<file path="src/design/bsc_pkg.sv">
// bsc_pkg: shared constants, register map and result descriptor for the
// bmp stream crop block. No dependencies.
`timescale 1ns / 1ps
`default_nettype none

package bsc_pkg;

  // largest supported source dimension in pixels or rows
  localparam int unsigned MAX_DIM = 4096;

  localparam int DIM_W  = 13;   // width, height and crop size registers
  localparam int POS_W  = 12;   // crop corner registers
  localparam int BPP_W  = 2;
  localparam int COL_W  = 14;   // byte column within the padded source stride
  localparam int ROW_W  = 12;   // file row counter
  localparam int BYTE_W = 8;
  localparam int ADDR_W = 5;
  localparam int DATA_W = 32;

  // register indexes (byte address = 4 * index)
  localparam logic [2:0] REG_SRC_WIDTH  = 3'd0;
  localparam logic [2:0] REG_SRC_HEIGHT = 3'd1;
  localparam logic [2:0] REG_BPP        = 3'd2;
  localparam logic [2:0] REG_CROP_X     = 3'd3;
  localparam logic [2:0] REG_CROP_Y     = 3'd4;
  localparam logic [2:0] REG_CROP_W     = 3'd5;
  localparam logic [2:0] REG_CROP_H     = 3'd6;

  // one source byte worth of results, replayed word by word on the output
  typedef struct packed {
    logic [BYTE_W-1:0] data;
    logic              err;      // bad configuration, single error word
    logic              last;     // last window byte of its row
    logic              img_end;  // that row is the top row of the window
    logic [1:0]        pads;     // padding words after the last byte
  } desc_t;

endpackage

`default_nettype wire

</file>
<file path="src/design/bmp_stream_crop.sv">
// bmp_stream_crop: top level of the streaming bmp crop, with its apb
// register bank. Depends on bsc_pkg.
`timescale 1ns / 1ps
`default_nettype none

// Usage
//   s_* : source pixel-data words of a bottom-up bmp in file order, row
//         padding included. s_tuser marks the first word of an image and
//         restarts the column and row counters.
//   m_* : cropped words; inserted zero padding brings every output row to a
//         multiple of four bytes. m_tlast ends an output row.
//   apb : seven registers at byte addresses 0 to 24, written while idle.
// Timing
//   a word accepted is held in the input register, decoded there and its first
//   result registered onto m_tvalid. One source word per cycle is taken while
//   the result register is free or the word has no result; the last window word
//   of a row carries up to three padding words, and the input register holds the
//   next word while the result register replays them, one per cycle with m_tready.
// Reset clears the pipeline and counters and loads the register defaults.
// When the receiver stalls the result register holds its word and the input
// register still takes source words until it holds one with a result.
// A bad setting (bytes per pixel not 2 or 3, a zero or oversize source, or a
// window that does not fit it) gives one size_error word per source word.
module bmp_stream_crop
  import bsc_pkg::*;
(
  input  wire logic              clk,
  input  wire logic              rst,
  // source stream
  input  wire logic              s_tvalid,
  output logic                   s_tready,
  input  wire logic [BYTE_W-1:0] s_tdata,   // [7:0] pixel_byte
  input  wire logic [0:0]        s_tuser,   // [0] first_of_image
  // cropped stream
  output logic                   m_tvalid,
  input  wire logic              m_tready,
  output logic [BYTE_W-1:0]      m_tdata,   // [7:0] out_byte
  output logic                   m_tlast,   // row_end
  output logic [2:0]             m_tuser,   // [0] is_padding [1] image_end [2] size_error
  // register port
  input  wire logic              psel,
  input  wire logic              penable,
  input  wire logic              pwrite,
  input  wire logic [ADDR_W-1:0] paddr,
  input  wire logic [DATA_W-1:0] pwdata,
  output logic [DATA_W-1:0]      prdata,
  output logic                   pready
);

  // registers
  logic [DIM_W-1:0] src_width, src_height, crop_w, crop_h;
  logic [POS_W-1:0] crop_x, crop_y;
  logic [BPP_W-1:0] bytes_per_pixel;

  logic             apb_wr;
  logic [2:0]       reg_idx;

  assign pready  = 1'b1;
  assign reg_idx = paddr[4:2];
  assign apb_wr  = psel && penable && pwrite && pready;

  always_ff @(posedge clk) begin
    if (rst) begin
      src_width       <= DIM_W'(1);
      src_height      <= DIM_W'(1);
      bytes_per_pixel <= BPP_W'(3);
      crop_x          <= '0;
      crop_y          <= '0;
      crop_w          <= DIM_W'(1);
      crop_h          <= DIM_W'(1);
    end else if (apb_wr) begin
      unique case (reg_idx)
        REG_SRC_WIDTH:  src_width       <= pwdata[DIM_W-1:0];
        REG_SRC_HEIGHT: src_height      <= pwdata[DIM_W-1:0];
        REG_BPP:        bytes_per_pixel <= pwdata[BPP_W-1:0];
        REG_CROP_X:     crop_x          <= pwdata[POS_W-1:0];
        REG_CROP_Y:     crop_y          <= pwdata[POS_W-1:0];
        REG_CROP_W:     crop_w          <= pwdata[DIM_W-1:0];
        REG_CROP_H:     crop_h          <= pwdata[DIM_W-1:0];
        default: ;
      endcase
    end
  end

  always_comb begin
    unique case (reg_idx)
      REG_SRC_WIDTH:  prdata = DATA_W'(src_width);
      REG_SRC_HEIGHT: prdata = DATA_W'(src_height);
      REG_BPP:        prdata = DATA_W'(bytes_per_pixel);
      REG_CROP_X:     prdata = DATA_W'(crop_x);
      REG_CROP_Y:     prdata = DATA_W'(crop_y);
      REG_CROP_W:     prdata = DATA_W'(crop_w);
      REG_CROP_H:     prdata = DATA_W'(crop_h);
      default:        prdata = '0;
    endcase
  end

  // window geometry, registered once per cycle from the registers
  logic [14:0] src_bytes, row_bytes, x0_next, stride_next, x_end_next;
  logic [13:0] lo_next, hi_next;
  logic [1:0]  pads_next;
  logic        cfg_ok_next, win_next;

  logic [14:0] stride, x0, x_end, last_col;
  logic [13:0] lo, hi;
  logic [1:0]  pads;
  logic        cfg_ok, win;

  always_comb begin
    src_bytes   = 15'(src_width) * 15'(bytes_per_pixel);
    row_bytes   = 15'(crop_w) * 15'(bytes_per_pixel);
    x0_next     = 15'(crop_x) * 15'(bytes_per_pixel);
    stride_next = (src_bytes + 15'd3) & ~15'd3;
    x_end_next  = x0_next + row_bytes;
    pads_next   = 2'(2'd0 - row_bytes[1:0]);
    lo_next     = 14'(src_height) - 14'(crop_y) - 14'(crop_h);
    hi_next     = 14'(src_height) - 14'(crop_y) - 14'd1;
    win_next    = (crop_w != '0) && (crop_h != '0);
    cfg_ok_next = (bytes_per_pixel == BPP_W'(2) || bytes_per_pixel == BPP_W'(3)) &&
                  src_width  != '0 && src_width  <= DIM_W'(MAX_DIM) &&
                  src_height != '0 && src_height <= DIM_W'(MAX_DIM) &&
                  (14'(crop_x) + 14'(crop_w)) <= 14'(src_width) &&
                  (14'(crop_y) + 14'(crop_h)) <= 14'(src_height);
  end

  always_ff @(posedge clk) begin
    stride   <= stride_next;
    x0       <= x0_next;
    x_end    <= x_end_next;
    last_col <= x_end_next - 15'd1;
    lo       <= lo_next;
    hi       <= hi_next;
    pads     <= pads_next;
    win      <= win_next;
    cfg_ok   <= cfg_ok_next;
  end

  // input register
  logic              in_valid, in_first, in_take;
  logic [BYTE_W-1:0] in_byte;

  assign s_tready = !in_valid || in_take;

  always_ff @(posedge clk) begin
    if (rst) begin
      in_valid <= 1'b0;
    end else if (s_tvalid && s_tready) begin
      in_valid <= 1'b1;
    end else if (in_take) begin
      in_valid <= 1'b0;
    end
  end

  always_ff @(posedge clk) begin
    if (s_tvalid && s_tready) begin
      in_byte  <= s_tdata;
      in_first <= s_tuser[0];
    end
  end

  // locate the held word and work out its results
  logic [COL_W-1:0] byte_column, col, col_next;
  logic [ROW_W-1:0] source_row, row, row_next;
  logic [14:0]      col_inc;
  logic [12:0]      row_inc;
  logic             in_win, has_res;
  desc_t            desc_next;

  always_comb begin
    col      = in_first ? '0 : byte_column;
    row      = in_first ? '0 : source_row;
    col_inc  = 15'(col) + 15'd1;
    row_inc  = 13'(row) + 13'd1;
    in_win   = win &&
               14'(row) >= lo && 14'(row) <= hi &&
               15'(col) >= x0 && 15'(col) < x_end;

    desc_next.data    = in_byte;
    desc_next.err     = 1'b0;
    desc_next.last    = 15'(col) == last_col;
    desc_next.img_end = 14'(row) == hi;
    desc_next.pads    = pads;

    if (!cfg_ok) begin
      // counters hold, first word still clears them
      col_next       = col;
      row_next       = row;
      has_res        = 1'b1;
      desc_next      = '0;
      desc_next.err  = 1'b1;
    end else begin
      has_res = in_win;
      if (col_inc >= stride) begin
        col_next = '0;
        row_next = (row_inc >= src_height) ? '0 : row_inc[ROW_W-1:0];
      end else begin
        col_next = col_inc[COL_W-1:0];
        row_next = row;
      end
    end
  end

  // result register, replays one descriptor as one to four words
  desc_t      res;
  logic       res_valid, res_free, last_word;
  logic [1:0] res_idx, res_last_idx;

  assign res_last_idx = res.last ? res.pads : 2'd0;
  assign last_word    = res_idx == res_last_idx;
  assign res_free     = !res_valid || (m_tready && last_word);
  assign in_take      = in_valid && (!has_res || res_free);

  always_ff @(posedge clk) begin
    if (rst) begin
      byte_column <= '0;
      source_row  <= '0;
    end else if (in_take) begin
      byte_column <= col_next;
      source_row  <= row_next;
    end
  end

  always_ff @(posedge clk) begin
    if (rst) begin
      res_valid <= 1'b0;
      res_idx   <= '0;
    end else if (in_take && has_res) begin
      res_valid <= 1'b1;
      res_idx   <= '0;
    end else if (res_valid && m_tready) begin
      if (last_word) begin
        res_valid <= 1'b0;
      end else begin
        res_idx <= res_idx + 2'd1;
      end
    end
  end

  always_ff @(posedge clk) begin
    if (in_take && has_res) begin
      res <= desc_next;
    end
  end

  // word zero is the source byte, later words are zero padding
  logic res_final;

  assign res_final  = !res.err && res.last && last_word;
  assign m_tvalid   = res_valid;
  assign m_tdata    = (res.err || res_idx != 2'd0) ? '0 : res.data;
  assign m_tlast    = res_final;
  assign m_tuser[0] = !res.err && res_idx != 2'd0;
  assign m_tuser[1] = res_final && res.img_end;
  assign m_tuser[2] = res.err;

  // checks
  a_img_end_ends_row: assert property (@(posedge clk) disable iff (rst)
    m_tvalid && m_tuser[1] |-> m_tlast)
    else $error("image end without row end");

  a_err_word_empty: assert property (@(posedge clk) disable iff (rst)
    m_tvalid && m_tuser[2] |-> m_tdata == '0 && !m_tlast && !m_tuser[0])
    else $error("size error word carries data");

  a_pad_is_zero: assert property (@(posedge clk) disable iff (rst)
    m_tvalid && m_tuser[0] |-> m_tdata == '0)
    else $error("padding word not zero");

  a_idx_in_range: assert property (@(posedge clk) disable iff (rst)
    res_valid |-> res_idx <= res_last_idx)
    else $error("replay index past last word");

endmodule

`default_nettype wire

</file>
<file path="config.mk">
export PLATFORM = sky130hd
export DESIGN_NAME = bmp_stream_crop
export DESIGN_NICKNAME = d
export VERILOG_FILES = /design/src/design/bsc_pkg.sv /design/src/design/bmp_stream_crop.sv
export SDC_FILE = /design/constraint.sdc
export NUM_CORES = 1
export LEC_CHECK = 0
export ABC_AREA = 1
export BUFFER_PORTS_ARGS = -buffer_cell sky130_fd_sc_hd__buf_4
export CORE_ASPECT_RATIO = 0.6
export CORE_UTILIZATION = 55
export DETAILED_ROUTE_END_ITERATION = 16
export PLACE_DENSITY_LB_ADDON = 0.12
export SLEW_MARGIN = 20
export SYNTH_ARGS = -nofsm -noshare
export SYNTH_HDL_FRONTEND = slang
export SYNTH_SLANG_ARGS = --single-unit
</file>
<file path="constraint.sdc">
create_clock -name clk -period 6.1 [get_ports clk]
set_input_delay 1.22 -clock clk [delete_from_list [all_inputs] [get_ports clk]]
set_output_delay 1.22 -clock clk [all_outputs]
set_load 0.005 [all_outputs]
</file>
=== Word level (Yosys, flattened, before mapping) ===
Cells that the tools add are included.

* Output and inout bits: 47
* Input bits: 53
* Bits in registers: 219
* Logic and storage cells: 132

* Magnitude comparators: 10
* Reduce and logical (&&, ||, !) cells: 50
* Add/subtract/negate cells: 12
* Equality and inequality tests: 11
* Bitwise operators: 1
* Mux-type cells: 17
* Multipliers: 3

{| class="wikitable"
|+ Operators by type and width
! cell !! count
|-
| 13-bit one-hot mux with 7 select lines || 1
|-
| 13-bit nonzero test || 4
|-
| 12-bit 2-to-1 mux || 4
|-
| 14-bit 2-to-1 mux || 3
|-
| 13-bit by 2-bit multiplier with 15-bit output || 2
|-
| 12-bit by 13-bit adder with 14-bit output || 2
|-
| 14-bit by 13-bit <= comparator with 1-bit output || 2
|-
| 13-bit <= comparator (second input constant) || 2
|-
| 1-bit logical AND || 22
|-
| 2-bit AND reduction || 9
|-
| 14-bit by 1-bit adder with 15-bit output (second input constant) || 1
|-
| 14-bit by 15-bit adder with 15-bit output || 1
|-
| 15-bit by 2-bit adder with 15-bit output (second input constant) || 1
|-
| 14-bit by 15-bit equality test with 1-bit output || 1
|-
| 15-bit greater-or-equal comparator || 1
|-
| 14-bit by 15-bit less-than comparator with 1-bit output || 1
|-
| 15-bit by 1-bit subtractor with 15-bit output (second input constant) || 1
|-
| 12-bit by 14-bit equality test with 1-bit output || 1
|-
| 12-bit by 14-bit greater-or-equal comparator with 1-bit output || 1
|-
| 14-bit greater-or-equal comparator || 1
|-
| 12-bit by 14-bit <= comparator with 1-bit output || 1
|-
| 12-bit by 2-bit multiplier with 14-bit output || 1
|-
| 13-bit by 12-bit subtractor with 14-bit output || 1
|-
| 14-bit by 1-bit subtractor with 14-bit output (second input constant) || 1
|-
| other kinds (20) || 39
|}

=== Logic depth before layout (Yosys ltp) ===
Gate-level depths: netlist (run 1).

* Depth after elaboration: 13
* Depth in mapped cells: 28
* Mapped depth without buffers: 26

=== Worst setup path before layout (run 1) ===
OpenSTA, ideal clock, no wires.

* Path kind: flip-flop to flip-flop
* Start: register bytes_per_pixel[1]
* End: register last_col[13]
* Setup time: 0.113 ns
* Slack: 2.366 ns
* Cell stages (with the launch flop): 26
* Arrival time: 3.621 ns
* Required time: 5.987 ns
* Path through: dfxtp_1 clkbuf_1 buf_1 nand2_1 inv_1 ha_1 inv_1 fa_1 inv_1 nand3_1 nand2_1 a21oi_1 o21ai_0 xnor2_1 inv_1 ha_1 nand2_1 nor2_1 o21ai_0 nand3_1 xor2_1 nand2_1 nor2_1 nand3_1 nand2_1 nand2_1

* Cells in the longest elaborated chain, start to end: 3
* Elaborated cells between the ends (all ways): 4
* Classes of those cells: 2 x add/sub; 2 x mul

{| class="wikitable"
|+ Ends and longest elaborated chain
! item !! line !! text
|-
| start: declaration || bmp_stream_crop.sv:53 || <nowiki>logic [BPP_W-1:0] bytes_per_pixel;</nowiki>
|-
| start signal: assignment || bmp_stream_crop.sv:75 || <nowiki>REG_BPP: bytes_per_pixel <= pwdata[BPP_W-1:0];</nowiki>
|-
| 13-bit by 2-bit multiplier with 15-bit output or 12-bit by 2-bit multiplier with 14-bit output (tied branches) || bmp_stream_crop.sv:111, bmp_stream_crop.sv:112 ||
|-
| 14-bit by 15-bit adder with 15-bit output (*) || bmp_stream_crop.sv:114 || <nowiki>x_end_next = x0_next + row_bytes;</nowiki>
|-
| 15-bit by 1-bit subtractor with 15-bit output (*) || bmp_stream_crop.sv:130 || <nowiki>last_col <= x_end_next - 15'd1;</nowiki>
|-
| end signal: assignment || bmp_stream_crop.sv:130 ||
|-
| end: declaration || bmp_stream_crop.sv:104 || <nowiki>logic [14:0] stride, x0, x_end, last_col;</nowiki>
|}

Every way passes the cells marked *; elsewhere a longest branch is shown, timed or not.
A chain may end at the register's enable or synchronous reset.

=== Worst setup path in the final report (run 1) ===
* Start: register in_first
* End: output s_tready

* Cells in the longest elaborated chain, start to end: 11
* Elaborated cells between the ends (all ways): 15
* Classes of those cells: 4 x order compare; 3 x mux; 8 x reduce/logical

{| class="wikitable"
|+ Ends and longest elaborated chain
! item !! line !! text
|-
| start: declaration || bmp_stream_crop.sv:139 || <nowiki>logic in_valid, in_first, in_take;</nowiki>
|-
| start signal: assignment || bmp_stream_crop.sv:157 || <nowiki>in_first <= s_tuser[0];</nowiki>
|-
| 12-bit 2-to-1 mux || bmp_stream_crop.sv:171 || <nowiki>row = in_first ? '0 : source_row;</nowiki>
|-
| 12-bit by 14-bit greater-or-equal comparator with 1-bit output || bmp_stream_crop.sv:175 || <nowiki>14'(row) >= lo && 14'(row) <= hi &&</nowiki>
|-
| 1-bit logical AND || bmp_stream_crop.sv:174 || <nowiki>in_win = win &&</nowiki>
|-
| 1-bit logical AND (2 in a row) || bmp_stream_crop.sv:175 ||
|-
| 1-bit logical AND (*) || bmp_stream_crop.sv:176 || <nowiki>15'(col) >= x0 && 15'(col) < x_end;</nowiki>
|-
| 1-bit 2-to-1 mux (*) || bmp_stream_crop.sv:184 || <nowiki>if (!cfg_ok) begin</nowiki>
|-
| 1-bit logical NOT (*) || bmp_stream_crop.sv:211 || <nowiki>assign in_take = in_valid && (!has_res || res_free);</nowiki>
|-
| 1-bit logical OR (*) || bmp_stream_crop.sv:211 ||
|-
| 1-bit logical AND (*) || bmp_stream_crop.sv:211 ||
|-
| 1-bit logical OR (*) || bmp_stream_crop.sv:142 || <nowiki>assign s_tready = !in_valid || in_take;</nowiki>
|-
| end: declaration || bmp_stream_crop.sv:31 || <nowiki>output logic s_tready,</nowiki>
|}

Marked as above.

==> results of run 1 <==
## cells in the mapped netlist (9+ instances only)
master	count	area, um2
sky130_fd_sc_hd__buf_4	22	165.2
sky130_fd_sc_hd__nand4_1	30	187.7
sky130_fd_sc_hd__a21oi_1	208	1041
sky130_fd_sc_hd__o21ai_0	133	665.6
sky130_fd_sc_hd__ha_1	218	2728
sky130_fd_sc_hd__inv_1	437	1640
sky130_fd_sc_hd__nand3_1	102	510.5
sky130_fd_sc_hd__o21bai_1	15	112.6
sky130_fd_sc_hd__xnor2_1	33	289.0
sky130_fd_sc_hd__xor2_1	80	700.7
sky130_fd_sc_hd__nor4_1	9	56.30
sky130_fd_sc_hd__clkbuf_1	33	123.9
sky130_fd_sc_hd__nor2_1	251	942.2
sky130_fd_sc_hd__a221oi_1	11	96.34
sky130_fd_sc_hd__o221ai_1	13	113.9
sky130_fd_sc_hd__dfxtp_1	197	3944
sky130_fd_sc_hd__nor3_1	29	145.1
sky130_fd_sc_hd__o22ai_1	15	93.84
sky130_fd_sc_hd__nand2_1	493	1851
sky130_fd_sc_hd__edfxtp_1	22	660.6
## logic make-up (layout without fill, tap and decap cells)
group,after synthesis,in the layout,synth area share [%]
flops,219,219,27.15
fa+ha+maj,226,226,17.03
other cells,2,22,0.04429
xor+xnor,116,116,6.125
buf+inv,515,555,12.14
simple gates,942,942,23.19
compound gates,435,435,14.32
## state kept, by name, indices dropped and copies added (netlist names), 2 cells and up
register,cells
last_col,15
x_end,15
byte_column,14
hi,14
lo,14
x0,14
crop_h,13
crop_w,13
src_height,13
src_width,13
stride,13
crop_x,12
crop_y,12
res,12
source_row,12
in_byte,8
bytes_per_pixel,2
pads,2
res_idx,2
## layout by cell type (no fill, tap or decap), drive strengths merged, types with 2 or more instances in the layout
| cell type | instances |
|---|---|
| xnor2 | 34 |
| nand2 | 500 |
| nor4 | 9 |
| o21a | 6 |
| fa | 8 |
| clkinv | 7 |
| ha | 218 |
| inv | 442 |
| nand3b | 5 |
| a211oi | 2 |
| o211ai | 4 |
| o21ai | 134 |
| nor2 | 255 |
| nand3 | 104 |
| xor2 | 82 |
| nand4 | 30 |
| a21boi | 5 |
| a21oi | 208 |
| o2111ai | 6 |
| nor3 | 32 |
| o21bai | 16 |
| or2 | 2 |
| clkbuf | 31 |
| o22ai | 15 |
| edfxtp | 22 |
| bufinv | 6 |
| a221oi | 11 |
| clkinvlp | 2 |
| a31oi | 6 |
| conb | 20 |
| o221ai | 13 |
| diode | 2 |
| dfxtp | 197 |
| and3 | 3 |
| buf | 67 |
| a21o | 6 |
## routing by layer
| metal | vias to the layer above | wire, um | GRT usage [%] |
|---|---|---|---|
| met2 | 705 | 19160 | 43.13 |
| met3 | 79 | 6315 | 10.33 |
| met4 | 4 | 853 | 6.888 |
| li1 | 7989 | - | - |
| met1 | 7351 | 24900 | 49.62 |
| met5 | - | 73 | 1.488 |
## how the worst min path moves through the flow
stage	from	endpoint	slack, ps
after floorplan	byte_column[13]	byte_column[13]	450
after global placement	byte_column[12]	byte_column[12]	460
after global routing	byte_column[13]	byte_column[13]	510
after detailed placement	byte_column[12]	byte_column[12]	470
final	byte_column[1]	byte_column[1]	480
after CTS	byte_column[13]	byte_column[13]	490
## critical path: cells and delay by family (launching register included)
family                     cells  cell delay (ps)
DFF                            1              930
and+or+nand+nor                6             1050
adders and majority gates      1              330
AOI/OAI and AO/OA              3              400
buffers and inverters          5              780
## area by class of cell
| cell class | count | area [um2] | share of cell area [%] |
|---|---|---|---|
| multi-input combinational | 1739 | 10360 | 55.93 |
| sequential | 219 | 4604 | 24.85 |
| inverter | 444 | 1672 | 9.023 |
| clock buffer | 31 | 636.9 | 3.438 |
| tap | 408 | 510.5 | 2.755 |
| timing repair buffer | 67 | 503.0 | 2.715 |
| clock inverter | 13 | 234.0 | 1.263 |
| antenna | 2 | 5.005 | 0.02701 |
## per-stage QoR
step           instance area, um2  hold WS [ps]  std cells
2_1_floorplan               17020         451.6       2473
3_3_place_gp                17650         461.0       2877
3_5_place_dp                17650         470.8       2877
4_1_cts                     18520         486.3       2921
5_1_grt                     18520         509.7       2921
6_report                    18530         483.5       2923
## power by group through the flow
stage | Clock, mW | Combinational (mW) | Sequential (mW)
6_report | 1.65 | 0.976 | 1.62
4_1_cts | 1.66 | 0.955 | 1.62
2_1_floorplan | 0 | 0.701 | 1.63
5_1_grt | 1.72 | 1.10 | 1.63
3_3_place_gp | 0 | 0.930 | 1.65
3_5_place_dp | 0 | 0.950 | 1.65
==> parameters.txt, run 1 <==
Parameter                              Value

Run status
  Run status    finished, final reports clean

STA
  Final hold vios    0
  Slew headroom    34.90%
  Max Freq    0.1883 GHz
  Crit path time final    5309 ps
  Final critical-path share of the clock period    87.04%
  Tightest Pin Transition    972.9 ps
  Setup TNS Final    0 ps
  Count of pins over their slew limit    0
  Final worst-path setup slack    790.7 ps
  Total setup violations reported at the end of the flow    0
  Final setup skew    15.45 ps
  Setup repair after global routing missed its margin    no

Clock tree
  Post-CTS Setup Repair Bufs    0
  Clk buf depth    3
  Number of resized instances in the post-cts repair step    0
  Clock tree root buffer cell    sky130_fd_sc_hd__clkbuf_16
  Clock transition at path regs    60 ps
  Clock tree from TritonCTS    done
  Number of hold buffers added after CTS    0
  Total clock buffers created by CTS    24
  Clock tree sinks    219
  Clock latency at the later pin of the worst-skew pair    560 ps
  Count of H-tree levels built during CTS    1

Floorplan
  Die area    31560 um2
  Overall die width    228.7 um
  Core area    30100 um2
  Number of I/O pins    100
  Die height    138.0 um
  Initial core utilization    56.33%
  Number of placement rows    49

Power and ir drop
  Cell internal pwr    2.898 mW
  Post-route total power    4.247 mW
  Leakage power    10.00 nW
  Max rail drop VDD    0.0002018 V
  Net switching power figure    1.349 mW
  Relative contribution of combinational cells to total power    23.0%
  Power per cell area    229.2 nW/um2
  Proportion of power drawn by the clock network    38.9%
  Part of the total power dissipated in sequential elements    38.1%
  Switching power as a share of total power    31.76%

Critical path
  Depth of the most critical reg-to-reg path    21
  Critical Path Source Type    flop
  Crit end category    output pin
  Reg-to-reg critical path startpoint    in_first
  Register-to-register path setup slack    1320 ps
  Cell seen most often among critical-path stages    sky130_fd_sc_hd__inv_1
  Max stage delay cell, worst path    sky130_fd_sc_hd__edfxtp_1
  Data arrival time of the critical path    4090 ps
  Capture point of the critical path    s_tready
  Data required time of the critical path    4880 ps
  Critical-path maximum fanout    17
  Worst Path Class, Setup    flop to output pin
  Worst reg2reg path endpoint    source_row[5]
  Critical Path Max Stage Delay    930 ps
  Worst path cell trace    clkinv_4 > nand2_1 > inv_1 > ha_1 > nand2_1 > inv_1 > o21ai_0 > a21oi_1 > nor2_1 > nand3_1 > o21bai_2 > nand2_2 > nor2_1 > inv_1 > buf_4
  CP Launch Point    in_first

Routing
  Total Routed Length    51300 um
  Ratio of routed vias to standard cells    5.518
  Vias    16130
  Detailed-route DRC error count    0
  Pre-Repair DR Iteration Count    6
  Initial DRC count    1928
  Remaining antenna violation count after routing    0
  Average detailed-routed wire length per instance    17.55 um

Global route
  Antenna violations before repair    3
  Number of global-route vias before repair    14530
  Global-route wire length before repair    80400 um
  Total global routing track utilization    32.40%
  Largest net degree at the start of global routing    78
  Total overflow reported by the global router    0

Min path
  Worst min-delay path class    flop to flop
  Cell depth of the worst min-delay path    2

Final layout
  Fillcell total    2837
  Area growth from synthesis to final layout    9.261%
  Layout cells sized above 1    5.213%
  Number of nets in the layout    2774
  Utilization of the core after routing    61.54%

Synth
  Async set-or-reset flop fraction in the synthesized netlist    0%
  Most used flip-flop cell after synthesis    sky130_fd_sc_hd__dfxtp_1
  Post-Synthesis Mean Instance Area    6.907 um2
  Cells after synthesis    2455
  Number of enable-type register cells in the synthesized netlist    22
  Sequential area share after synthesis    27.15%
  Count of warnings emitted by yosys    0
  Synth cell types    57
  Total of flip-flops plus latches after synthesis    219
  Netlist area before placement    16960 um2

Placement
  Pre-CTS worst setup slack    1497 ps
  Placed wire-length estimate after detailed placement    40490 um
  Count of port buffers added during placement    58
  RePlAce Congestion    1.014

Flow run
  Max capacitance violation total    0
Power figures use the tool's default switching activity.
==> run 2, diff against run 1 <==
--- a/config.mk
+++ b/config.mk
@@ -10,7 +10,7 @@
 export CORE_ASPECT_RATIO = 0.6
 export CORE_UTILIZATION = 55
 export DETAILED_ROUTE_END_ITERATION = 16
-export PLACE_DENSITY_LB_ADDON = 0.12
+export PLACE_DENSITY = 0.74
 export SLEW_MARGIN = 20
 export SYNTH_ARGS = -nofsm -noshare
 export SYNTH_HDL_FRONTEND = slang
==> run 2 against run 1 <==
Setup slack got worse by 260 ps. Critical path depth unchanged. Core utilization decreased by 0.28 points. Sequential power about the same. Global-route usage decreased by 1.1 points. Worst hold slack about the same. Count of clock-buffer cells in the layout decreased by 6. Critical path type unchanged.
==> parameters.txt, run 2 (synthesis gave the netlist of run 1 again) <==
Parameter                              Value

Run status
  Run status    finished, final reports clean

Clock tree
  Number of resized instances in the post-cts repair step    0 (unchanged)
  Clock transition at path regs    70 ps (about the same)
  Clock tree root buffer cell    sky130_fd_sc_hd__clkbuf_16
  Clock latency at the later pin of the worst-skew pair    540 ps (-20 ps)
  Clock tree from TritonCTS    done
  Clock tree sinks    219 (unchanged)
  Number of hold buffers added after CTS    0 (unchanged)
  Clk buf depth    3 (unchanged)
  Total clock buffers created by CTS    22 (-8.3%)
  Post-CTS Setup Repair Bufs    0 (unchanged)
  Count of H-tree levels built during CTS    1 (unchanged)

Critical path
  Worst Path Class, Setup    flop to output pin
  Data required time of the critical path    4880 ps (about the same)
  Max stage delay cell, worst path    sky130_fd_sc_hd__edfxtp_1
  Critical Path Source Type    flop
  Critical path's top delay family    simple AND/OR/NAND/NOR gates
  Crit end category    output pin
  Cell seen most often among critical-path stages    sky130_fd_sc_hd__inv_1
  Critical path buffers and inverters    5 (unchanged)
  Worst path cell trace    clkinv_4 > nand2_1 > inv_1 > ha_1 > nand2_1 > inv_1 > o21ai_0 > a21oi_1 > nor2_1 > nand3_1 > o21bai_2 > nand2_2 > nor2_1 > inv_1 > buf_4
  Critical Path Max Stage Delay    920 ps (about the same)
  Critical-path maximum fanout    36 (+19)
  Data arrival time of the critical path    4350 ps (+260 ps)

Global route
  Total overflow reported by the global router    0 (unchanged)
  Largest net degree at the start of global routing    78 (unchanged)
  Number of global-route vias before repair    14330 (-1.4%)
  Antenna violations before repair    2 (-1)
  Global-route wire length before repair    78390 um (-2.5%)
  Total global routing track utilization    31.30% (-1.1 points)

Routing
  Initial DRC count    1790 (-7.2%)
  Detailed-route DRC error count    0 (unchanged)
  Average detailed-routed wire length per instance    17.22 um (-1.9%)
  Total Routed Length    50190 um (-2.2%)
  Vias    16160 (+0.19%)
  Ratio of routed vias to standard cells    5.543 (+0.47%)
  Remaining antenna violation count after routing    0 (unchanged)
  Pre-Repair DR Iteration Count    6 (unchanged)

Placement
  Placed wire-length estimate after detailed placement    39810 um (-1.7%)
  Count of port buffers added during placement    58 (unchanged)
  Cell Count Post-Placement    2875 (-0.070%)
  Pre-CTS worst setup slack    1161 ps (-335.7 ps)
  RePlAce Congestion    1.056 (+4.1%)

STA
  Final critical-path share of the clock period    91.32% (+4.3 points)
  Tightest Pin Transition    1073 ps (+99.83 ps)
  Final worst-path setup slack    529.7 ps (-261.0 ps)
  Hold Slack    483.2 ps (-0.2830 ps)
  Final hold vios    0 (unchanged)
  Slew headroom    28.10% (-6.8 points)
  Max Freq    0.1795 GHz (-4.7%)
  Total setup violations reported at the end of the flow    0 (unchanged)
  Setup repair after global routing missed its margin    no
  Count of pins over their slew limit    0 (unchanged)
  Crit path time final    5570 ps (+261.0 ps)
  Setup TNS Final    0 ps (unchanged)
  Final setup skew    23.18 ps (+7.726 ps)

Final layout
  Layout cells sized above 1    5.265% (+0.052 points)
  Non-filler instance count after layout    2915 (-0.27%)
  Commonest non-fill, non-tap cell in the layout    sky130_fd_sc_hd__nand2_1
  Leading registers by flop count    last_col x15, x_end x15
  Antenna cell count    0 (-2)
  Highest-count cells in the layout ignoring fill and taps    sky130_fd_sc_hd__nand2_1, sky130_fd_sc_hd__inv_1, sky130_fd_sc_hd__nor2_1
  Number of nets in the layout    2770 (-0.14%)
  Area growth from synthesis to final layout    8.759%
  Fillcell total    2815 (-0.78%)

Floorplan
  Overall die width    228.7 um (unchanged)
  Die height    138.0 um (unchanged)
  Number of I/O pins    100 (unchanged)
  Initial core utilization    56.33% (unchanged)
  Die area    31560 um2 (unchanged)
  Number of placement rows    49 (unchanged)
  Core area    30100 um2 (unchanged)

Min path
  Worst min-delay path class    flop to flop

Power and ir drop
  Max rail drop VDD    0.0002137 V (+5.9%)
  Power per cell area    222.1 nW/um2 (-3.1%)
  Leakage power    9.968 nW (-0.35%)
  Post-route total power    4.096 mW (-3.5%)

Flow run
  Max capacitance violation total    0 (unchanged)
run 2: changes by cell type in the layout (fill, tap and decap cells not counted), moves of 2 or more:
cell                        before  now
sky130_fd_sc_hd__clkinv_4        1    4
sky130_fd_sc_hd__diode_2         2    0
sky130_fd_sc_hd__bufinv_16       6    4
sky130_fd_sc_hd__clkbuf_1        6    0
sky130_fd_sc_hd__buf_4          67   65
run 2: path summary, 6_finish.rpt:
| check | endpoint | cells past startpoint | slack (ps) | from |
|---|---|---|---|---|
| setup / recovery | s_tready | 15 | 530 | in_first |
| hold / removal | source_row[10] | 2 | 480 | source_row[10] |
| setup reg to reg | byte_column[0] | 18 | 1340 | in_first |
| hold reg to reg | source_row[10] | 2 | 480 | source_row[10] |
run 2: layout make-up:
cell class	instances	area [um2]	share of cell area, %
sequential	219	4604	24.97
tap	408	510.5	2.768
clock buffer	25	603.1	3.270
clock inverter	15	197.7	1.072
multi-input combinational	1739	10370	56.21
inverter	444	1672	9.064
timing repair buffer	65	488.0	2.646
run 2: power breakdown:
| group | total (mW) | internal (mW) | switching [mW] |
|---|---|---|---|
| logic | 0.958 | 0.332 | 0.626 |
| clock network | 1.52 | 0.889 | 0.629 |
| registers | 1.62 | 1.57 | 0.0516 |
run 2: metal layers:
layer / global-route usage, % / part of all wire [%] / up-vias
met2: 41.59 / 37 / 746
met1: 48.57 / 48 / 7345
met5: 1.339 / 0.15 / -
li1: - / - / 7977
met4: 5.616 / 1.8 / 6
met3: 9.633 / 13 / 85
run 2: worst reg2reg max path: cells and delay by family (launching register included):
family / cells / cell delay, ps
buf+inv: 1 / 90
simple gates: 12 / 2770
flops: 1 / 750
compound gates: 3 / 470
fa+ha+maj: 2 / 600
run 2: through the flow:
| stage | area, um2 | utilization, % |
|---|---|---|
| floorplan | 17020 | - |
| global placement | 17640 | 58.60 |
| detailed placement | 17640 | 58.60 |
| CTS | 18440 | 61.26 |
| global route | 18440 | 61.26 |
| finish | 18440 | 61.26 |
